## config.mk

```make
export PLATFORM = sky130hd
export DESIGN_NAME = sdp_delay
export DESIGN_NICKNAME = d
export VERILOG_FILES = /design/src/rtl/core/sdp_delay.sv
export SDC_FILE = /design/constraint.sdc
export NUM_CORES = 1
export LEC_CHECK = 0
export BUFFER_PORTS_ARGS = -buffer_cell sky130_fd_sc_hd__buf_2
export CAP_MARGIN = 5
export CORE_MARGIN = 2
export CORE_UTILIZATION = 40
export DETAILED_ROUTE_END_ITERATION = 8
export GPL_TIMING_DRIVEN = 0
export PLACE_DENSITY = 0.66
export SLEW_MARGIN = 20
export SYNTH_ARGS = -nofsm -noshare
export SYNTH_HDL_FRONTEND = slang
export SYNTH_SLANG_ARGS = --single-unit
```

## constraint.sdc

```tcl
create_clock -name clock -period 0.8 [get_ports clock]
set_input_delay 0.12 -clock clock [delete_from_list [all_inputs] [get_ports clock]]
set_output_delay 0.12 -clock clock [all_outputs]
set_load 0.05 [all_outputs]
```

## src/rtl/core/sdp_delay.sv

```systemverilog
module sdp_delay #(
   parameter int W = 8,
   parameter int N = 2
) (
   input  logic         clock,
   input  logic         en,
   input  logic [W-1:0] din,
   output logic [W-1:0] dout
);
   logic [W-1:0] tap_ff [N];

   always_ff @(posedge clock) begin
      if (en) begin
         tap_ff[0] <= din;
         for (int i = 1; i < N; i++) begin
            tap_ff[i] <= tap_ff[i-1];
         end
      end
   end

   assign dout = tap_ff[N-1];
endmodule

```

=== After elaboration in Yosys (flattened, before gate mapping) ===
Memory sizes are Yosys's and may differ from the RTL's.
Cells that the tools add are included.

* Mux-type cells: 2

{| class="wikitable"
|+ Operators by type and width
! cell !! number
|-
| $mux W1 || 2
|}

* Flip-flop bits (word level): 0
* Bits in writable memories: 16
* Input port bits: 10
* Memories: 1

{| class="wikitable"
|+ Memory list
! memory !! words !! bits a word !! rd ports !! clocked after Yosys merged registers in !! wr ports !! line !! text
|-
| tap_ff || 2 || 8 || 2 || 0 || 2 || 10 || <nowiki>logic [W-1:0] tap_ff [N];</nowiki>
|}

=== Longest topological paths before layout ===
* Word-level depth: 2
* Depth in mapped cells: 1

=== Worst setup path after synthesis ===
OpenSTA, ideal clock, no wires.

* Kind: reg-to-output
* Start: memory tap_ff[1][0] (netlist: tap_ff[0][8])
* End: output port dout[0]
* Arrival time: 0.523 ns
* Data required time: 0.680 ns
* Slack: 0.157 ns
* Stages on the path, launching flop included: 2
* Path through: edfxtp_1 > buf_4

{| class="wikitable"
|+ RTL lines
! item !! line !! text
|-
| start, declared || 10 ||
|-
| end, declared || 8 || <nowiki>output logic [W-1:0] dout</nowiki>
|}

==> run metrics <==
endpoint of the worst-slack reg-to-reg timing path tap_ff[0][14]; Largest regs tap_ff: 16 flops; max FFs per register 16; Min Hold Slack 16.3 ps; worst skew pair latency 270 ps; Synth Instances 24; Initial Utilization 42.1%; total via count in the routed design 220; Yosys reg bits 16; antenna violations before repair 0; Slowest Stage Delay on Critical Path 410 ps; routed wire length 478 um; weighted congestion reported at the end of routability-driven placement 0.568; cell-by-cell listing of the critical path buf_8; first drt pass iteration count 2; wire length of the first global-routing pass 621 um; FP Rows 13; Final Instance Area 721 um^2; outcome finished, violations left; antenna diode count 0; library cell occupying the most area in the post-synthesis netlist sky130_fd_sc_hd__edfxtp_1; count of warnings emitted by yosys 0; Clock transition at path regs 80 ps; setup-violating endpoint count in the final report 8; die area 1660 um^2; Synth area leaders sky130_fd_sc_hd__edfxtp_1 (89%), sky130_fd_sc_hd__buf_4 (11%); via density per instance 4.00; fraction of synthesized cell area taken by the top area cell type 88.9%; H-Tree Depth 1; via count of the first global-routing pass 170; #MultiIn Comb 0; Avg WL per Cell 8.69 um; final worst path period share 121%; Max rail drop VDD 1.07 mV; worst min-delay path category input pin to flip-flop; WP buf/inv 1; CTS tree done; number of I/O port buffers 17; Crit. End Element primary output; flip-flop and latch area 480 um^2; launching point of the worst reg2reg path tap_ff[0][6]; count of pins on the block boundary 18; violations in the final reports setup timing; Slew Viols, Final 0; signal arrival time at the worst endpoint 850 ps; multi-input combinational cell area 0 um^2; clk_skew 3.69 ps; pin slew with the least headroom to its limit 319 ps; buffer type at the clock tree root sky130_fd_sc_hd__clkbuf_4; worst reg2reg path depth 0; Max clock buf depth 2; register-to-register setup slack 180 ps; maximum achievable frequency 1030 MHz; Num CTS Buffers 3; setup total negative slack -1310 ps; endpoint of the worst setup timing path dout[7]; maximum number of pins on one net before global-route repair 17; Pleak 0.279 nW; total power divided by cell area 2260 nW/um^2; number of buffers added for setup after CTS 0; CP delay by family, top flip-flops; sequential area share after synthesis 88.9%; count of antenna-violating nets left after detailed routing 0; max_slew headroom 78.8%; final setup slack of the worst path -169 ps; number of violations reported at the end of detailed-routing iteration 0 2; post-synth net total 34; CP Launch Type flip-flop; combined area of all synthesized cells 541 um^2; synthesis-to-layout area growth 33.3%; maximum net fanout on the critical path 1; fin nets 51; Congestion Overflow GR 0; layout cells sized above 1 50.0%; Clock Sink Count 16; start point of the critical path tap_ff[0][15]; RSZ-0062 raised after global routing yes; placeable core region 1280 um^2; placed cell area 644 um^2; overall die width 40.8 um; number of remaining DRC errors 0; min cycle time layout 969 ps; largest register by flop count tap_ff; number of fill cells in the layout 99; final standard cell utilization of the core 56.1%; total of max-cap violations 0; die boundary height 40.8 um; Mapped Avg Cell Area 22.5 um^2; critical path type flip-flop to primary output; CP Depth 1; combined global-route utilization of all metal layers 6.92%; slowest CP cell sky130_fd_sc_hd__edfxtp_1; library cells used by synthesis 2; endpoint required time on the critical path 680 ps; hold violation count in the final report 0
cells in the final DEF (no fill, tap or decap), drive strengths merged:
cell	netlist	routed
buf	8	17
dlygate4sd3	0	3
clkbuf	0	3
edfxtp	16	16
clkinv	0	1
per-stage QoR:
step	cells	total power (W)	setup slack, ps
final	55	0.00163	-169
after global routing	55	0.00170	-214
after CTS	52	0.00163	-184
after detailed placement	56	0.00121	4.48
after global placement	56	0.00121	19.0
after floorplan	24	0.00116	157
repair_timing:
action                                 in CTS  in global routing
endpoints found under the hold margin       0                  3
setup endpoints to repair                   8                  8
resized for setup                          24                  0
hold buffers                                0                  3
layout make-up:
cell class            count  share of cell area [%]
sequential               16                    66.7
tap                      15                    2.60
timing repair buffer     20                    27.1
clock inverter            1                   0.521
clock buffer              3                    3.13
synth_stat cells:
cell type and number:
sky130_fd_sc_hd__edfxtp_1 16, sky130_fd_sc_hd__buf_4 8
how the worst min path moves through the flow:
| stage | slack, ps | end | startpoint | depth (start not counted) |
|---|---|---|---|---|
| 2_1_floorplan | 220 | tap_ff[0][0] | din[0] | 0 |
| 3_3_place_gp | 300 | tap_ff[0][5] | din[5] | 1 |
| 3_5_place_dp | 300 | tap_ff[0][2] | din[2] | 1 |
| 4_1_cts | 10 | tap_ff[0][2] | din[2] | 1 |
| 5_1_grt | 2 | tap_ff[0][2] | din[2] | 1 |
| 6_report | 20 | tap_ff[0][2] | din[2] | 1 |
power by group:
group	total (W)	switching, W	leakage, nW	internal, W
logic	0.000214	0.000121	0.107	0.0000931
clock network	0.000396	0.000216	0.0154	0.000180
registers	0.00102	0.0000233	0.157	0.000994
cell families after synthesis:
logic type	share of synthesized area [%]
flops	88.9
buf+inv	11.1
routing by layer:
metal | GRT usage [%] | vias up | wire length [um] | share of wire [%]
met1 | 6.59 | 99 | 179 | 37
met5 | 0 | - | 0 | 0
met3 | 1.63 | 0 | 25 | 5.2
met2 | 9.13 | 9 | 273 | 57
met4 | 12.5 | 0 | 0 | 0
li1 | - | 112 | - | -
(Power assumes the default switching activity.)
