## src/rtl/core/sdp_pkg.sv

```systemverilog
package sdp_pkg;

   localparam int DEPTH_W = 32;
   localparam int CENTRE_W = 15;
   localparam int SCALE_W = 25;
   localparam int SCALE_Q_W = 24;
   localparam int BRIGHT_W = 8;
   localparam int SCREEN_W = 16;
   localparam int CSR_IDX_W = 3;

   localparam logic [DEPTH_W-1:0] NEAR_RESET = 32'd65536;
   localparam logic [DEPTH_W-1:0] FAR_RESET = 32'd6553600;
   localparam logic [DEPTH_W-1:0] STEP_RESET = 32'd65536;
   localparam logic [CENTRE_W-1:0] CENTRE_X_RESET = 15'd400;
   localparam logic [CENTRE_W-1:0] CENTRE_Y_RESET = 15'd300;

   localparam logic [CSR_IDX_W-1:0] CSR_NEAR = 3'd0;
   localparam logic [CSR_IDX_W-1:0] CSR_FAR = 3'd1;
   localparam logic [CSR_IDX_W-1:0] CSR_STEP = 3'd2;
   localparam logic [CSR_IDX_W-1:0] CSR_CENTRE_X = 3'd3;
   localparam logic [CSR_IDX_W-1:0] CSR_CENTRE_Y = 3'd4;
   // An index with no register behind it; writes to it are dropped.
   localparam logic [CSR_IDX_W-1:0] CSR_UNUSED = 3'd7;

   // Depths at or below one unit give the full size factor.
   localparam logic [DEPTH_W-1:0] DEPTH_ONE = 32'd65536;
   localparam logic [SCALE_W-1:0] SCALE_ONE = 25'd16777216;
   localparam logic [BRIGHT_W-1:0] BRIGHT_FULL = 8'd255;

   localparam logic [1:0] BMODE_DIV = 2'd0;
   localparam logic [1:0] BMODE_ZERO = 2'd1;
   localparam logic [1:0] BMODE_FULL = 2'd2;

   typedef struct packed {
      logic [DEPTH_W-1:0] depth;
      logic               wrapped;
      logic               visible;
      logic               unit_depth;
      logic [1:0]         bmode;
      logic [DEPTH_W-1:0] num;
   } depth_type;

endpackage

```

## src/rtl/core/sdp_front.sv

```systemverilog
module sdp_front (
   input  logic                clock,
   input  logic                en,
   input  logic [31:0]         depth_in,
   input  logic [31:0]         near_depth,
   input  logic [31:0]         far_depth,
   input  logic [31:0]         depth_step,
   output sdp_pkg::depth_type  result
);
   logic signed [32:0] s_ff, s_in;
   logic [31:0]        d_ff, d_in;
   logic               wrap_ff, wrap_in;
   sdp_pkg::depth_type res_ff, res_in;

   logic signed [33:0] near_s, fn_s, s_x, den_s;
   logic signed [34:0] dw, dsel;
   logic signed [32:0] num_s;

   assign s_in = $signed({1'b0, depth_in}) - $signed({1'b0, depth_step});

   always_comb begin
      near_s = $signed({2'b0, near_depth});
      fn_s = $signed({2'b0, far_depth}) - near_s;
      s_x = {s_ff[32], s_ff};
      wrap_in = s_x < near_s;
      dw = {fn_s[33], fn_s} + {{2{s_ff[32]}}, s_ff};
      dsel = wrap_in ? dw : {{2{s_ff[32]}}, s_ff};
      // A wrapped depth can only go negative when the step is too large.
      d_in = dsel[34] ? '0 : dsel[31:0];
   end

   always_comb begin
      den_s = fn_s;
      num_s = $signed({1'b0, far_depth}) - $signed({1'b0, d_ff});
      res_in.depth = d_ff;
      res_in.wrapped = wrap_ff;
      res_in.visible = d_ff > near_depth;
      res_in.unit_depth = d_ff <= sdp_pkg::DEPTH_ONE;
      res_in.num = num_s[31:0];
      priority if (den_s <= 34'sd0) begin
         res_in.bmode = (d_ff <= near_depth) ? sdp_pkg::BMODE_FULL : sdp_pkg::BMODE_ZERO;
      end else if (num_s <= 33'sd0) begin
         res_in.bmode = sdp_pkg::BMODE_ZERO;
      end else if ({num_s[32], num_s} >= den_s) begin
         res_in.bmode = sdp_pkg::BMODE_FULL;
      end else begin
         res_in.bmode = sdp_pkg::BMODE_DIV;
      end
   end

   always_ff @(posedge clock) begin
      if (en) begin
         s_ff <= s_in;
         d_ff <= d_in;
         wrap_ff <= wrap_in;
         res_ff <= res_in;
      end
   end

   assign result = res_ff;
endmodule

```

## config.mk

```make
export PLATFORM = sky130hd
export DESIGN_NAME = sdp_front
export DESIGN_NICKNAME = d
export VERILOG_FILES = /design/src/rtl/core/sdp_pkg.sv /design/src/rtl/core/sdp_front.sv
export SDC_FILE = /design/constraint.sdc
export NUM_CORES = 1
export LEC_CHECK = 0
export BUFFER_PORTS_ARGS = -buffer_cell sky130_fd_sc_hd__buf_2
export CAP_MARGIN = 15
export CORE_MARGIN = 2
export CORE_UTILIZATION = 30
export DETAILED_ROUTE_END_ITERATION = 10
export HOLD_SLACK_MARGIN = 0.05
export PLACE_DENSITY = 0.47
export SETUP_SLACK_MARGIN = 0.2
export SYNTH_ARGS = -nofsm -noshare
export SYNTH_HDL_FRONTEND = slang
export SYNTH_SLANG_ARGS = --single-unit
```

## constraint.sdc

```tcl
create_clock -name clock -period 9.4 [get_ports clock]
set_clock_uncertainty 0.05 [all_clocks]
set_input_delay 1.88 -clock clock [delete_from_list [all_inputs] [get_ports clock]]
set_output_delay 1.88 -clock clock [all_outputs]
set_load 0.02 [all_outputs]
```

## Yosys cells after proc, flatten, opt, wreduce, memory -nomap -nowiden

Index checks and enable logic that the tools add are counted.

- Add/sub/neg operators: 4
- Order comparisons: 7
- Mux-type cells: 5

Operators with widths:

| cell | number |
|---|---|
| 32-bit by 32-bit subtractor with 33-bit output | 3 |
| 33-bit by 1-bit <= comparator with 1-bit output, second input constant | 2 |
| 35-bit two-way mux | 1 |
| 33-bit by 33-bit adder with 34-bit output | 1 |
| 34-bit >= comparator | 1 |
| 33-bit less-than comparator | 1 |
| 32-bit > comparator | 1 |
| 32-bit by 17-bit <= comparator with 1-bit output, second input constant | 1 |
| 32-bit <= comparator | 1 |
| 2-bit two-way mux | 4 |

- Bits in registers: 135
- Word-level logic and storage cells: 25

## Longest topological paths before layout

- Depth after elaboration: 5
- Gate-level depth with buffers: 23
- Gate-level depth less buffers: 21

## Worst setup path after synthesis

Ideal clock, no wire load.

- Kind: input -> register
- Start: in near_depth[2]
- End: reg d_ff[22], data pin
- Data arrival time: 6.281 ns
- Required time: 9.081 ns
- Slack: 2.800 ns
- Cell stages on the path: 20
- Cell sequence: inv_1 ha_1 nor2b_1 o31a_1 o41ai_1 a21oi_1 xor2_1 ha_1 a21o_1 a21o_1 a21o_1 a2111oi_0 nor3_1 o31ai_4 nor3_1 or3_1 and2_1 o41ai_4 buf_2 o41ai_1

- Cells in the longest elaborated chain, start to end: 3
- Elaborated cells between the ends (all ways): 4

RTL lines:

| what | line | RTL |
|---|---|---|
| from (decl) | sdp_front.sv:5 | `input logic [31:0] near_depth,` |
| 32-bit by 32-bit subtractor with 33-bit output | sdp_front.sv:23 | `fn_s = $signed({2'b0, far_depth}) - near_s;` |
| 33-bit by 33-bit adder with 34-bit output | sdp_front.sv:26 | `dw = {fn_s[33], fn_s} + {{2{s_ff[32]}}, s_ff};` |
| 35-bit two-way mux * | sdp_front.sv:27 | `dsel = wrap_in ? dw : {{2{s_ff[32]}}, s_ff};` |
| to (signal assigned) | sdp_front.sv:54 | `d_ff <= d_in;` |
| to (decl) | sdp_front.sv:11 | `logic [31:0] d_ff, d_in;` |

Every way passes the cells marked *; elsewhere a longest branch is shown, timed or not.
A chain may end at the register's enable or synchronous reset.

## Final worst setup path

- Start: in near_depth[0]
- End: reg d_ff[11], data pin

Same word-level chain as after synthesis.

==> qor.yml <==
h-tree-depth: 4
dp_hpwl_um: 38500
dieArea_sq_mm: 0.04884
ys_async_sr_fraction_pct: 0
regToRegStartpoint: "d_ff[0]"
worst-r2r-cell-count: 20
place.gp.congestion: 0.9265
wirelength_um: 46100
whs_path_depth: 0
drive_gt1_share_pct: 15.16
layout_common_cells: "ha_1 (224), buf_2 (197), inv_1 (174), edfxtp_1 (135), a21oi_1 (128)"
utilization_pct: 35.10
grt_setup_unrepaired: "no"
grt_remaining_overflow: 0
synth_nets: 1936
min_to: "result[36]"
layout_commonest_cell: "ha_1"
critPathLaunchType: "primary input"
syn_area_sq_mm: 0.01413
dr.first_iter.drc_count: 624
synth.distinct_cells: 93
place_ws_ns: 1.442
tns_ns: 0
post-route-drc-count: 0
critPathArrivalTime_ns: 7.36
cp-end-kind: "register"
tightestPinTransition_ns: 0.8915
cts_buffer_depth: 2
yosys_warnings: 0
grt_antenna_before_repair: 1
rows: 79
worstSetupPathType: "in -> reg"
finalHoldViolCount: 0
power_density_mw_per_mm2: 244.7
cts_tree: "done"
avgRoutedWirePerCell_um: 19.30
areaGrowthSynthToFinish_pct: 15.69
grt_usage_pct: 18.75
io_buffers: 198
ys_seq_area_share_pct: 28.70
grt_max_degree: 79
vias_per_cell: 5.226
status: "finished clean"
holdBufCountCts: 0
post_cts_buffers: 0
synth-seq-cells: 135
numClockSinks: 135
grt_pass1_vias: 12398
pin_count: 199
numCtsBuffers: 17
total_power_w: 0.003999
period_needed_ns: 7.218
initial_core_util_pct: 30.34
reg2reg_slack_ns: 4.07
netlist_instances: 1578
relSlewSlack_pct: 40.02
syn_area_per_cell_sq_um: 8.952
clk_pin_slew_ns: 0.07
coreArea_sq_mm: 0.04656
ir_drop_mv: 0.1427
hold_class: "reg -> reg"
post_cts_resized: 0
dr.pass1.iters: 5
worstHoldStart: "wrap_ff"
rr_endpoint: "result[33]"
cts_root_buf: "clkbuf_16"
vias: 12484
cp_max_fo: 32
worst_hold_slack_ns: 0.3758
synth_edf_count: 135
layout_setup_ws_ns: 2.182
max-cap-violations: 0
cp_data_required_time_ns: 9.54
clk_latency_ns: 0.47
max_freq_mhz: 138.5
ant_nets: 0
die_width_um: 221.0
nNetsFinal: 2127
synth_top_flop_cell: "edfxtp_1"
fp.dieH_um: 221.0
min_period_over_period_pct: 76.79
report.final.slew_viol_count: 0
grt_pass1_wl_um: 70970
p_leak_nw: 7.549
setup_viol: 0
==> synthesized netlist by cell type, types with 5 or more instances <==
cell	count	area, sq um
nand2b_1	20	125.1
or3_1	8	50.05
nand3_1	28	140.1
nor2_1	94	352.8
a21o_1	76	570.6
xnor2_1	56	490.5
inv_1	174	653.1
o21ai_1	6	30.03
edfxtp_1	135	4054
o21a_1	33	247.7
ha_1	224	2803
and3_1	13	81.33
a211oi_1	12	90.09
and2_1	9	56.30
o21ai_0	70	350.3
a21oi_1	128	640.6
o211ai_1	11	82.58
a31oi_1	17	106.4
o2111ai_1	7	61.31
xor2_1	35	306.5
o31ai_1	35	262.8
nand2_1	104	390.4
o21bai_1	17	127.6
clkbuf_1	19	71.32
a2111oi_0	9	78.83
nor4_1	19	118.9
nor3_1	27	135.1
nand4_1	31	193.9
or4_1	5	37.54
buf_2	7	35.03
o311ai_0	5	43.79
or2_2	8	50.05
o41ai_1	8	70.07
nor2b_1	19	118.9
==> layout make-up <==
cell class,count,area (sq um)
fill,4792,30210
multi-input combinational,1239,9288
sequential,135,4054
timing repair buffer,202,1023
tap,607,759.5
inverter,174,653.1
clock buffer,19,432.9
clock inverter,12,128.9
antenna,1,2.502
==> metrics by stage <==
stage	instance area (sq um)	std cells
after global placement	15770	2356
after floorplan	14130	1578
final	16340	2389
after global routing	16340	2389
after CTS	16340	2387
after detailed placement	15770	2356
==> cell families after synthesis <==
group | share of synthesized area (%)
xor gates and xnor gates | 5.757
DFF | 28.70
adders and majority gates | 20.48
muxes | 0.4429
and+or+nand+nor | 15.08
buffers and inverters | 5.686
AOI/OAI and AO/OA | 23.85
==> power by group <==
group | internal (W) | switching, W | leakage [nW] | total (W)
logic | 0.000887 | 0.00135 | 5.94 | 0.00224
clock network | 0.000387 | 0.000284 | 0.271 | 0.000671
registers | 0.000927 | 0.000160 | 1.34 | 0.00109
total | 0.00220 | 0.00180 | 7.55 | 0.00400
==> critical path: stages <==
cell and delay (ns):
buf_2 0.13, ha_1 0.23, fa_1 0.41, nor2b_1 0.16
o31a_1 0.27, nor4_1 0.08, a311oi_1 0.69, inv_1 0.11
ha_1 0.36, a21o_1 0.21, a21o_1 0.17, a221o_1 0.34
a31oi_2 0.25, and3b_1 0.28, o31ai_4 0.34, nor3_1 0.09
or3_1 0.37, and2_1 0.20, o41ai_4 0.19, buf_4 0.41
o31ai_1 0.15
==> sequential cells by signal, summed over array words and instances, names as in the netlist <==
| signal | count |
|---|---|
| result | 69 |
| s_ff | 33 |
| wrap_ff | 1 |
| d_ff | 32 |
==> how the worst max path moves through the flow <==
stage,from,end,slack [ns],cells past startpoint
floorplan,near_depth[2],d_ff[22],2.80,20
global placement,near_depth[2],d_ff[27],1.59,20
detailed placement,near_depth[2],d_ff[11],1.44,20
CTS,near_depth[2],d_ff[27],1.94,20
global route,near_depth[3],d_ff[4],1.56,20
finish,near_depth[0],d_ff[11],2.18,21
==> per-layer routing <==
metal | part of all wire, % | vias up | track usage, %
li1 | - | 6289 | -
met1 | 48 | 5901 | 25.47
met2 | 47 | 260 | 30.97
met3 | 3.8 | 34 | 2.496
met4 | 1.8 | 0 | 5.564
met5 | 0 | - | 0
Power figures use the tool's default switching activity.
