[src/rtl/core/sdp_div.sv]
module sdp_div #(
   parameter int DW = 32,
   parameter int QW = 8
) (
   input  logic          clock,
   input  logic          en,
   input  logic [DW-1:0] rem_init,
   input  logic [QW-1:0] low_init,
   input  logic [DW-1:0] divisor,
   output logic [QW-1:0] quotient
);
   logic [DW-1:0] rem_ff [QW];
   logic [QW-1:0] low_ff [QW];
   logic [QW-1:0] quo_ff [QW];
   logic [DW-1:0] dvs_ff [QW];

   // One quotient bit per stage; the partial remainder stays below the divisor.
   for (genvar k = 0; k < QW; k++) begin : g_stage
      logic [DW-1:0] rem_p, dvs_p, rem_in;
      logic [QW-1:0] low_p, quo_p, low_in, quo_in;
      logic [DW:0]   trial, diff;
      logic          ge;

      if (k == 0) begin : g_first
         assign rem_p = rem_init;
         assign low_p = low_init;
         assign quo_p = '0;
         assign dvs_p = divisor;
      end else begin : g_next
         assign rem_p = rem_ff[k-1];
         assign low_p = low_ff[k-1];
         assign quo_p = quo_ff[k-1];
         assign dvs_p = dvs_ff[k-1];
      end

      always_comb begin
         trial = {rem_p, low_p[QW-1]};
         diff = trial - {1'b0, dvs_p};
         ge = trial >= {1'b0, dvs_p};
         rem_in = ge ? diff[DW-1:0] : trial[DW-1:0];
         low_in = low_p << 1;
         quo_in = (quo_p << 1) | QW'(ge);
      end

      always_ff @(posedge clock) begin
         if (en) begin
            rem_ff[k] <= rem_in;
            low_ff[k] <= low_in;
            quo_ff[k] <= quo_in;
            dvs_ff[k] <= dvs_p;
         end
      end
   end

   assign quotient = quo_ff[QW-1];
endmodule

[config.mk]
export PLATFORM = sky130hd
export DESIGN_NAME = sdp_div
export DESIGN_NICKNAME = d
export VERILOG_FILES = /design/src/rtl/core/sdp_div.sv
export SDC_FILE = /design/constraint.sdc
export NUM_CORES = 1
export LEC_CHECK = 0
export BUFFER_PORTS_ARGS = -buffer_cell sky130_fd_sc_hd__buf_2
export CORE_UTILIZATION = 29
export CTS_BUF_LIST = sky130_fd_sc_hd__clkbuf_16
export CTS_CLUSTER_SIZE = 25
export DETAILED_ROUTE_END_ITERATION = 10
export GPL_ROUTABILITY_DRIVEN = 0
export SLEW_MARGIN = 20
export SYNTH_ARGS = -nofsm -noshare
export SYNTH_HDL_FRONTEND = slang
export SYNTH_SLANG_ARGS = --single-unit
[constraint.sdc]
create_clock -name clock -period 4.9 [get_ports clock]
set_clock_uncertainty 0.1 [all_clocks]
set_input_delay 0.245 -clock clock [delete_from_list [all_inputs] [get_ports clock]]
set_output_delay 0.245 -clock clock [all_outputs]
set_load 0.01 [all_outputs]
* Word-level counts from Yosys, hierarchy flattened
Memories as Yosys holds them, arrays and structs flattened. Cells that the tools add are included.
Cells by class: mux-type cells 10, add/subtract/negate cells 8, shift operators 0, bitwise logic cells 7, reduce and logical (&&, ||, !) cells 0, eq/ne operators 0, magnitude comparators 8, divide/modulo/power cells 0, multiply operators 0
Operator list (count):
- greater-or-equal comparator 33 x 32 -> 1 bit | 8
- 2-to-1 mux 32 bit | 8
- subtractor 32 bit | 8
- OR 8 x 1 -> 8 bit | 7
- 2-to-1 mux 1 bit | 2
Word-level totals: flip-flop bits (word level) 0, output and inout bits 8, logic and storage cells 37, RAM bits 632, latch bits 0, memory bits (read-only) 0, memories 4, input port bits 74
Memory list:
- dvs_ff | words 8, width 32, read ports 7, clocked after Yosys merged registers in 0, write ports 8, RTL line 15 | logic [DW-1:0] dvs_ff [QW];
- rem_ff | words 8, width 32, read ports 7, clocked after Yosys merged registers in 0, write ports 8, RTL line 12 | logic [DW-1:0] rem_ff [QW];
- quo_ff | words 8, width 8, read ports 8, clocked after Yosys merged registers in 0, write ports 8, RTL line 14 | logic [QW-1:0] quo_ff [QW];
- low_ff | words 8, width 7, read ports 7, clocked after Yosys merged registers in 0, write ports 8, RTL line 13 | logic [QW-1:0] low_ff [QW];

* Depth between registers and ports, before layout
Gate-level depths: netlist of the first run. An unclocked memory read counts as a cell.
depth after elaboration 3, gate-level depth with buffers 15, depth with buffers taken out 13

* Worst setup path after synthesis of the first run
OpenSTA, ideal clock, no wires.
path type reg-to-reg, start mem rem_ff[3][15], in the netlist rem_ff[1][47], end mem rem_ff[4][10], in the netlist rem_ff[2][10], data pin, arrival time 3.041 ns, path buffers 3, stages on the path, launching flop included 14, library setup time 0.260 ns, clock period less this slack 3.401 ns, required time 4.540 ns, path slack 1.499 ns, path through edfxtp_1 -> ha_1 -> clkbuf_2 -> a21o_1 -> a31oi_1 -> or4_1 -> o211ai_2 -> or3b_1 -> a21boi_2 -> o31ai_1 -> a31o_1 -> buf_6 -> buf_6 -> mux2_4
RTL lines (RTL line):
- from (decl) | 12

==> results of run 1 <==
[worst reg2reg max path, delay by kind of cell, from the launching register on]
family                   cells  cell delay, ns
AO/OA/AOI/OAI                5            1.27
AND/OR/NAND/NOR              4            0.96
buffers and inverters        1            0.28
adder cells (fa/ha/maj)      1            0.42
multiplexers                 1            0.39
flip-flops                   1            0.41
[final timing paths]
check / from / slack (ns) / end
worst max-delay path: rem_ff[1][41] / 0.82 / rem_ff[2][5]
worst min-delay path: en / 0.11 / dvs_ff[5][4]
worst max register to register: rem_ff[1][41] / 0.82 / rem_ff[2][5]
worst min register to register: quo_ff[1][1] / 0.32 / quo_ff[1][10]
[flip-flops by register name, summed over array words and instances (netlist names)]
name and cells:
quo_ff 36, rem_ff 224, dvs_ff 224, low_ff 28
[power breakdown]
group / switching [uW] / internal, uW / leakage [uW] / total [uW]
sequential: 593 / 6480 / 0.00502 / 7070
clock: 1650 / 2410 / 0.000934 / 4060
combinational: 4990 / 4350 / 0.00888 / 9340
[routing by layer]
layer | up-vias | GRT usage
met5 | - | 0
met1 | 9668 | 0.144
met2 | 424 | 0.205
met3 | 132 | 0.0172
li1 | 10734 | -
met4 | 0 | 0.0507
[cell families (layout without fill, tap and decap cells)]
group	after synthesis	count (layout)	share of synthesized area
AOI/OAI and AO/OA	770	770	0.156
adders and majority gates	263	263	0.108
buffers and inverters	394	598	0.0491
xor gates and xnor gates	185	185	0.0522
muxes	119	119	0.0461
DFF	512	512	0.496
and+or+nand+nor	607	607	0.0929
[area by class of cell]
| cell class | count | area [um^2] | share of cell area |
|---|---|---|---|
| multi-input cells | 1944 | 14100 | 0.397 |
| flip-flops and latches | 512 | 15400 | 0.432 |
| well taps | 1391 | 1740 | 0.0489 |
| repair buffers | 168 | 1320 | 0.0371 |
| clock buffers | 59 | 1480 | 0.0415 |
| clock inverters | 43 | 319 | 0.00896 |
| inverters | 328 | 1230 | 0.0346 |
[stage by stage]
step	total power [uW]	instance area, um^2	hold slack, ns	setup slack (ns)	std cells
floorplan	14400	31000	0.244	1.50	2850
global placement	16300	33100	0.302	0.852	4272
detailed placement	16400	33100	0.305	0.863	4272
CTS	20600	35600	0.0842	0.847	4445
global route	22000	35600	0.119	0.626	4445
finish	20500	35600	0.106	0.821	4445
[cells in the final DEF, fill, tap and decap left out, types with 10 or more instances in the layout]
| cell type | instances |
|---|---|
| a211oi_1 | 19 |
| a21o_1 | 123 |
| a21oi_1 | 217 |
| a31oi_1 | 20 |
| and2_1 | 10 |
| and3_1 | 20 |
| buf_2 | 80 |
| buf_4 | 10 |
| clkbuf_16 | 59 |
| clkinv_1 | 12 |
| clkinv_2 | 10 |
| dlygate4sd3_1 | 71 |
| edfxtp_1 | 512 |
| ha_1 | 256 |
| inv_1 | 341 |
| mux2_2 | 83 |
| mux2_4 | 27 |
| nand2_1 | 219 |
| nand2b_1 | 26 |
| nand3_1 | 50 |
| nand4_1 | 39 |
| nor2_1 | 128 |
| nor2b_1 | 36 |
| nor3_1 | 29 |
| nor4_1 | 11 |
| o2111ai_1 | 11 |
| o211ai_1 | 13 |
| o21a_1 | 40 |
| o21ai_0 | 200 |
| o21bai_1 | 21 |
| o31a_1 | 10 |
| o31ai_1 | 18 |
| xnor2_1 | 108 |
| xor2_1 | 77 |
==> flow_metrics.env, run 1 <==
export IMPL_insertion_delay_ns=0.62
export IMPL_clk_pin_slew_ns=0.06
export IMPL_drc=1
export IMPL_ys_seq_elements=512
export IMPL_dp_hpwl_um=50100
export IMPL_clockBufferDepth=3
export IMPL_synth_nets=3187
export IMPL_core_area_um2=106000
export IMPL_wirelength_met1_um=29200
export IMPL_fin_crit_sh=0.832
export IMPL_synth_area_um2=31000
export IMPL_drtIter0Drc=1138
export IMPL_worstPathMaxFanout=33
export IMPL_synth_edf_count=512
export IMPL_drv_slew=0
export IMPL_synth_top_area_cell="edfxtp_1"
export IMPL_start_util=0.293
export IMPL_tritoncts="built"
export IMPL_criticalPathCategory="flop to flop"
export IMPL_grt_util_all_layers=0.117
export IMPL_dr_wl_met2_um=30200
export IMPL_clock_sinks=512
export IMPL_critical_path_depth=12
export IMPL_io_buffers=81
export IMPL_min_path_cells=1
export IMPL_synth_area_leaders="edfxtp_1 50%, ha_1 10%, inv_1 4.0%, a21oi_1 3.5%, o21ai_0 3.2%"
export IMPL_synth_most_common_cell="edfxtp_1"
export IMPL_fin_setup_tns_ns=0
export IMPL_yosysTopAreaCellShare=0.496
export IMPL_ioPinCount=82
export IMPL_holdCritPathClass="input pin to flop"
export IMPL_cap_viol_max_count=0
export IMPL_totalWireLength_um=64400
export IMPL_synthToLayoutAreaGrowth_pct=14.8
export IMPL_status="finished, violations left"
export IMPL_cp_slowest_cell="a311oi_1"
export IMPL_power_density_nw_per_um2=575
export IMPL_top_layer="met4"
export IMPL_period_minus_slack_ns=4.08
export IMPL_crit_family="compound AO/OA/AOI/OAI gates"
export IMPL_hold_viol=0
export IMPL_nNetsFinal=3348
export IMPL_cp_required_ns=5.15
export IMPL_floorplan_die_area_um2=108000
export IMPL_antenna_cells=0
export IMPL_dieWidth_um=329
export IMPL_fin_util=0.337
export IMPL_finalSetupViolCount=0
export IMPL_cts_setup_buffers=0
export IMPL_firstDrtPassIters=8
export IMPL_die_h_um=329
export IMPL_grt_pass1_wl_um=104000
export IMPL_cts_made_buffers=57
export IMPL_violations="design-rule violations"
export IMPL_grt_pass1_vias=20602
export IMPL_ys_types=76
export IMPL_syn_area_per_cell_um2=10.9
export IMPL_synth_flop_cell="edfxtp_1"
export IMPL_num_rows=119
export IMPL_overflow=0
export IMPL_viasPerCell=4.71
export IMPL_grt_max_degree=105
export IMPL_fmax_mhz=245
export IMPL_arrival_ns=4.33
export IMPL_cp_num_buf_inv=1
export IMPL_yosysSeqAreaShare=0.496
export IMPL_vias=20958
export IMPL_cts_htree_levels=2
export IMPL_critPathLaunchType="flop"
export IMPL_worstMarginPinSlew_ns=0.922
export IMPL_drtAntennaViolNets=0
export IMPL_post_route_cells_drive_above_1_share=0.100
export IMPL_post_cts_resized=0
export IMPL_routedWlPerCell_um=14.5
export IMPL_ys_warnings_count=0
export IMPL_crit_chain="ha_1, and3_1, nand4_1, a311oi_1, nor3_1, o211ai_2, or3b_1, a21boi_2, o31ai_1, a31o_2, buf_4, mux2_4"
export IMPL_synthArstFlopShare=0
export IMPL_antenna_found_initial=0
export IMPL_rr_worst_depth=12
export IMPL_rsz0062_at_grt="false"
export IMPL_ir_drop_mv=0.302
export IMPL_met3_length_um=2260
export IMPL_cts_hold_buf=71
export IMPL_syn_inst=2850
export IMPL_ys_top_cells_by_count="512 x edfxtp_1, 328 x inv_1, 256 x ha_1, 219 x nand2_1, 217 x a21oi_1"
export IMPL_fillers=10583
export IMPL_max_stage_delay_ns=0.49
export IMPL_maxSlewHeadroom=0.379
export IMPL_ctsRootBufferMaster="clkbuf_16"
export IMPL_cp_end_kind="flop"
export IMPL_leakage_uw=0.0148
(Power assumes the default switching activity.)
==> run 2: changes to the inputs <==
- ABC_AREA: unset -> 1
- clock period: 4.9 -> 3.88 ns (I/O delays scaled with it)
==> run 2 against run 1 <==
Compared with the run above: the run now ends clean; non-clock buffer count is 6 higher; routed wire length is 65% higher; setup slack better by 0.010 ns; final cell count up 63%; combinational power up 45%; sequential power increased by 23%; via count rose by 56%; critical path type unchanged; critical endpoint is now rem_ff[1][24].
==> flow_metrics.env, run 2 <==
export IMPL_synth_area_um2=38200
export IMPL_viasPerCell=4.53
export IMPL_overflow=0
export IMPL_ys_warnings_count=0
export IMPL_arrival_ns=3.33
export IMPL_grt_pass1_vias=32005
export IMPL_routedWlPerCell_um=14.7
export IMPL_cp_num_buf_inv=0
export IMPL_fin_crit_sh=0.786
export IMPL_fmax_mhz=328
export IMPL_synthArstFlopShare=0
export IMPL_cts_setup_buffers=0
export IMPL_grt_max_degree=87
export IMPL_cp_slowest_cell="nor2_4"
export IMPL_totalWireLength_um=106000
export IMPL_final_common_cell="nand2_1"
export IMPL_period_minus_slack_ns=3.05
export IMPL_num_rows=132
export IMPL_antenna_found_initial=0
export IMPL_cp_end_kind="flop"
export IMPL_synth_nets=5604
export IMPL_synth_top_area_cell="edfxtp_1"
export IMPL_dr_wl_met2_um=49300
export IMPL_core_area_um2=130000
export IMPL_maxSlewHeadroom=0.363
export IMPL_synth_most_common_cell="nand2_1"
export IMPL_io_buffers=81
export IMPL_synth_edf_count=512
export IMPL_ctsRootBufferMaster="clkbuf_16"
export IMPL_insertion_delay_ns=0.66
export IMPL_ys_seq_elements=512
export IMPL_die_h_um=365
export IMPL_grt_util_all_layers=0.158
export IMPL_post_route_cells_drive_above_1_share=0.0629
export IMPL_worstMarginPinSlew_ns=0.947
export IMPL_vias=32732
export IMPL_clk_pin_slew_ns=0.06
export IMPL_cts_hold_buf=72
export IMPL_rsz0062_at_grt="false"
export IMPL_synth_flop_cell="edfxtp_1"
export IMPL_criticalPathCategory="flop to flop"
export IMPL_ioPinCount=82
export IMPL_tritoncts="built"
export IMPL_clock_sinks=512
export IMPL_hold_viol=0
export IMPL_dp_hpwl_um=86000
export IMPL_cp_required_ns=4.16
export IMPL_yosysTopAreaCellShare=0.402
export IMPL_wirelength_met1_um=45900
export IMPL_syn_area_per_cell_um2=7.26
export IMPL_start_util=0.294
export IMPL_cap_viol_max_count=0
export IMPL_crit_top_cell="a21oi_1"
export IMPL_fillers=13843
export IMPL_ir_drop_mv=0.306
export IMPL_finalSetupViolCount=0
export IMPL_fin_util=0.333
export IMPL_drtIter0Drc=1912
export IMPL_max_stage_delay_ns=0.66
export IMPL_leakage_uw=0.0227
export IMPL_firstDrtPassIters=5
export IMPL_synthToLayoutAreaGrowth_pct=13.3
export IMPL_floorplan_die_area_um2=133000
export IMPL_syn_inst=5267
export IMPL_crit_chain="ha_1, a21oi_1, o21ai_1, a21oi_1, nand2_2, nor2_4, nand2_8, nand3_2, nand2_1"
export IMPL_power_density_nw_per_um2=646
export IMPL_drv_slew=0
export IMPL_nNetsFinal=5774
export IMPL_multi_input_comb_area_um2=18100
export IMPL_hold_ws_ns=0.163
export IMPL_worstPathMaxFanout=35
export IMPL_reg_largest_list="dvs_ff: 224 flops, rem_ff: 224 flops, quo_ff: 36 flops"
export IMPL_cts_made_buffers=60
export IMPL_fin_setup_tns_ns=0
export IMPL_synth_area_leaders="edfxtp_1 40%, nand2_1 20%, inv_1 11%, ha_1 8.4%, nand3_1 5.4%"
export IMPL_seqCellArea_um2=15400
export IMPL_antenna_cells=0
export IMPL_most_common_layout_cells="2039 x nand2_1, 1110 x inv_1, 512 x edfxtp_1"
export IMPL_ys_types=34
export IMPL_post_cts_resized=0
export IMPL_holdCritPathClass="input pin to flop"
export IMPL_total_power_uw=28000
export IMPL_clockBufferDepth=3
export IMPL_cts_htree_levels=2
export IMPL_crit_family="simple AND/OR/NAND/NOR gates"
export IMPL_drtAntennaViolNets=0
export IMPL_drc=0
export IMPL_grt_pass1_wl_um=167000
export IMPL_met3_length_um=4420
export IMPL_dieWidth_um=365
export IMPL_ys_top_cells_by_count="2039 x nand2_1, 1109 x inv_1, 512 x edfxtp_1, 411 x nand3_1, 281 x nor2_1"
export IMPL_yosysSeqAreaShare=0.402
export IMPL_status="finished, final reports clean"
export IMPL_critPathLaunchType="flop"
export IMPL_top_layer="met4"
==> run 2: worst register-to-register path, stage by stage, from the launching register on <==
cell      delay (ns)
edfxtp_1        0.41
ha_1            0.37
a21oi_1         0.28
o21ai_1         0.10
a21oi_1         0.18
nand2_2         0.08
nor2_4          0.66
nand2_8         0.37
nand3_2         0.17
nand2_1         0.06
==> run 2: per-layer routing <==
layer | global-route usage | up-vias
met5 | 0 | -
met2 | 0.272 | 925
met3 | 0.0181 | 306
li1 | - | 16743
met4 | 0.0948 | 0
met1 | 0.189 | 14758
==> run 2: logic make-up after synthesis <==
kind of cell | after synthesis | share of synthesized area
fa+ha+maj | 263 | 0.0875
simple gates | 3023 | 0.340
flops | 512 | 0.402
xor+xnor | 98 | 0.0225
compound gates | 184 | 0.0249
buf+inv | 1187 | 0.123
==> run 2: worst paths after layout <==
path	from	end	slack (ns)	depth (start not counted)
worst max-delay path	rem_ff[0][59]	rem_ff[1][24]	0.83	9
worst max register to register	rem_ff[0][59]	rem_ff[1][24]	0.83	9
worst min register to register	quo_ff[0][25]	quo_ff[1][2]	0.32	0
worst min-delay path	low_init[5]	low_ff[0][5]	0.16	2
==> run 2: power by group <==
group          internal [uW]  switching [uW]  leakage, uW  total, uW
clock network           3370            2420     0.000976       5790
logic                   4470            9020       0.0167      13500
registers               7890             803      0.00503       8700
==> run 2: area by class of cell <==
type	instances	share of cell area
multi-input cells	3568	0.419
inverters	1121	0.0972
clock inverters	52	0.0122
well taps	1742	0.0503
flip-flops and latches	512	0.355
repair buffers	174	0.0316
clock buffers	60	0.0347
==> run 2: metrics by stage <==
| step | setup slack, ns | cells | area [um^2] |
|---|---|---|---|
| 3_3_place_gp | 0.870 | 7045 | 40500 |
| 6_report | 0.831 | 7229 | 43300 |
| 5_1_grt | 0.667 | 7229 | 43300 |
| 3_5_place_dp | 0.877 | 7045 | 40500 |
| 2_1_floorplan | 1.77 | 5267 | 38200 |
| 4_1_cts | 0.863 | 7229 | 43300 |
==> run 3: changes to the inputs <==
- clock period: 3.88 -> 2.7 ns (I/O delays scaled with it)
==> run 3 against run 2 <==
Compared with the run above: design area rose by 2.8%; sequential power up 45%; routed wire length increased by 2.3%; power is 46% higher; sequential share of layout area fell by 0.98 points; non-clock buffer count up 109.
==> flow_metrics.env, run 3 (synthesis results as in run 2) <==
export IMPL_busiest_layer="met2"
export IMPL_power_density_nw_per_um2=919
export IMPL_worstMarginPinSlew_ns=0.514
export IMPL_die_h_um=365
export IMPL_start_util=0.294
export IMPL_drtAntennaViolNets=0
export IMPL_setup_slack_ns=0.0513
export IMPL_ioPinCount=82
export IMPL_drc=0
export IMPL_grt_max_degree=70
export IMPL_reg_largest_list="dvs_ff: 224 flops, rem_ff: 224 flops, quo_ff: 36 flops"
export IMPL_sequentialPowerShare=0.307
export IMPL_criticalPathCategory="flop to flop"
export IMPL_drv_slew=0
export IMPL_clockBufferDepth=3
export IMPL_dp_cells=7133
export IMPL_hold_end="dvs_ff[0][18]"
export IMPL_finalSetupViolCount=0
export IMPL_clock_sinks=512
export IMPL_grt_pass1_vias=32474
export IMPL_cp_required_ns=2.96
export IMPL_fillers=13790
export IMPL_ctsRootBufferMaster="clkbuf_16"
export IMPL_max_stage_delay_ns=0.42
export IMPL_fin_util=0.342
export IMPL_dieWidth_um=365
export IMPL_p_clk_frac=0.185
export IMPL_hold_viol=0
export IMPL_critPathLaunchType="flop"
export IMPL_dp_hpwl_um=86100
export IMPL_cts_htree_levels=2
export IMPL_worst_r2r_setup_slack_ns=0.05
export IMPL_worstPathMaxFanout=20
export IMPL_fin_setup_tns_ns=0
export IMPL_grtUsageMet2=0.285
export IMPL_netSwitchingFraction=0.436
export IMPL_antenna_cells=0
export IMPL_dp_slack_ns=-0.0264
export IMPL_firstDrtPassIters=7
export IMPL_design_area_um2=44500
export IMPL_synthToLayoutAreaGrowth_pct=16.5
export IMPL_viasPerCell=4.50
export IMPL_power_frac_comb=0.508
export IMPL_use_met1=0.186
export IMPL_r2r_start="rem_ff[2][26]"
export IMPL_rr_worst_depth=15
export IMPL_routedWlPerCell_um=14.8
export IMPL_overflow=0
export IMPL_crit_chain="ha_1, nand2_1, nor2_1, buf_4, nand3_2, nor2_1, buf_4, nand3_2, nand3_2, nor2_4, buf_12, buf_12, buf_12, nand3_1, nand2_1"
export IMPL_hold_path_startpoint="divisor[18]"
export IMPL_cp_slowest_cell="edfxtp_1"
export IMPL_antenna_found_initial=0
export IMPL_most_common_layout_cells="2025 x nand2_1, 1120 x inv_1, 512 x edfxtp_1"
export IMPL_drtIter0Drc=1646
export IMPL_place_area_um2=41400
export IMPL_cts_made_buffers=56
export IMPL_totalWireLength_um=109000
export IMPL_num_rows=132
export IMPL_ir_drop_mv=0.579
export IMPL_post_route_cells_drive_above_1_share=0.0892
export IMPL_clk_pin_slew_ns=0.06
export IMPL_insertion_delay_ns=0.67
export IMPL_maxSlewHeadroom=0.657
export IMPL_status="finished, final reports clean"
export IMPL_p_sw_uw=17800
export IMPL_use_met3=0.0183
export IMPL_rsz0062_at_grt="true"
export IMPL_fmax_mhz=378
export IMPL_r2r_end="rem_ff[2][45]"
export IMPL_leakage_uw=0.0233
export IMPL_holdCritPathClass="input pin to flop"
export IMPL_vias=33009
export IMPL_min_path_cells=2
export IMPL_arrival_ns=2.91
export IMPL_grt_pass1_wl_um=168000
export IMPL_period_minus_slack_ns=2.65
export IMPL_io_buffers=81
export IMPL_nNetsFinal=5885
export IMPL_core_area_um2=130000
export IMPL_cap_viol_max_count=0
export IMPL_instances_no_fill=7335
export IMPL_tritoncts="built"
export IMPL_fin_crit_sh=0.981
export IMPL_cp_end_kind="flop"
export IMPL_grt_util_all_layers=0.159
export IMPL_p_int_uw=23100
export IMPL_floorplan_die_area_um2=133000
export IMPL_final_common_cell="nand2_1"
==> run 3: cell types whose count changed in the layout (fill, tap and decap cells not counted), moves of 6 or more <==
cell and delta:
buf_12 +18, buf_4 +88, clkinv_4 -7, ha_1 -26
ha_2 +13, ha_4 +13, inv_1 +10, nand2_1 -14
nand2_2 +14, nand2_4 +6, nor2_1 -10
==> run 3: final cells by class <==
cell class / count / area [um^2] / area share
clock buffer: 56 / 1400 / 0.0315
clock inverter: 47 / 395 / 0.00888
inverter: 1121 / 4210 / 0.0945
multi-input combinational: 3574 / 18500 / 0.416
sequential: 512 / 15400 / 0.345
tap: 1742 / 2180 / 0.0490
timing repair buffer: 283 / 2420 / 0.0544
==> run 3: layer usage <==
metal	share of wire	vias up	wire length (um)
met4	0.056	0	6120
met3	0.045	288	4950
met5	0	-	0
li1	-	16958	-
met1	0.42	14857	45300
met2	0.48	906	52500
==> run 3: repair_timing <==
item                                   in CTS  in global routing
resized for setup                           0                 72
setup endpoints to repair                  18                155
pin swaps                                   1                 18
setup buffers                               1                 20
cloned                                      0                  6
hold buffers                               72                  0
endpoints found under the hold margin     103                  0
==> run 3: worst max-delay path by stage <==
stage / to / depth (start not counted) / from / slack [ns]
floorplan: rem_ff[2][54] / 13 / rem_ff[2][3] / 0.59
global route: rem_ff[2][36] / 13 / rem_ff[2][20] / -0.03
detailed placement: rem_ff[2][57] / 14 / dvs_ff[4][24] / -0.03
global placement: rem_ff[2][57] / 14 / dvs_ff[4][24] / 0.00005
CTS: rem_ff[1][6] / 14 / dvs_ff[1][24] / 0.008
finish: rem_ff[2][45] / 15 / rem_ff[2][26] / 0.05
==> run 3: worst max-delay path, delay by kind of cell, from the launching register on <==
family	cells	cell delay [ns]
buf+inv	5	0.74
flops	1	0.42
simple gates	9	0.79
fa+ha+maj	1	0.31
==> run 3: metrics by stage <==
stage / power (uW) / hold WS (ns)
after CTS: 40200 / 0.0802
final: 40900 / 0.118
after global routing: 44200 / 0.0962
after detailed placement: 32400 / 0.219
after global placement: 32100 / 0.222
after floorplan: 26600 / 0.134
==> run 3: power groups by stage <==
stage | sequential [uW] | clock (uW) | combinational, uW
floorplan | 12100 | 0 | 14500
global placement | 12600 | 0 | 19500
detailed placement | 12600 | 0 | 19700
CTS | 12500 | 7800 | 19900
global route | 12700 | 8090 | 23400
finish | 12600 | 7570 | 20800
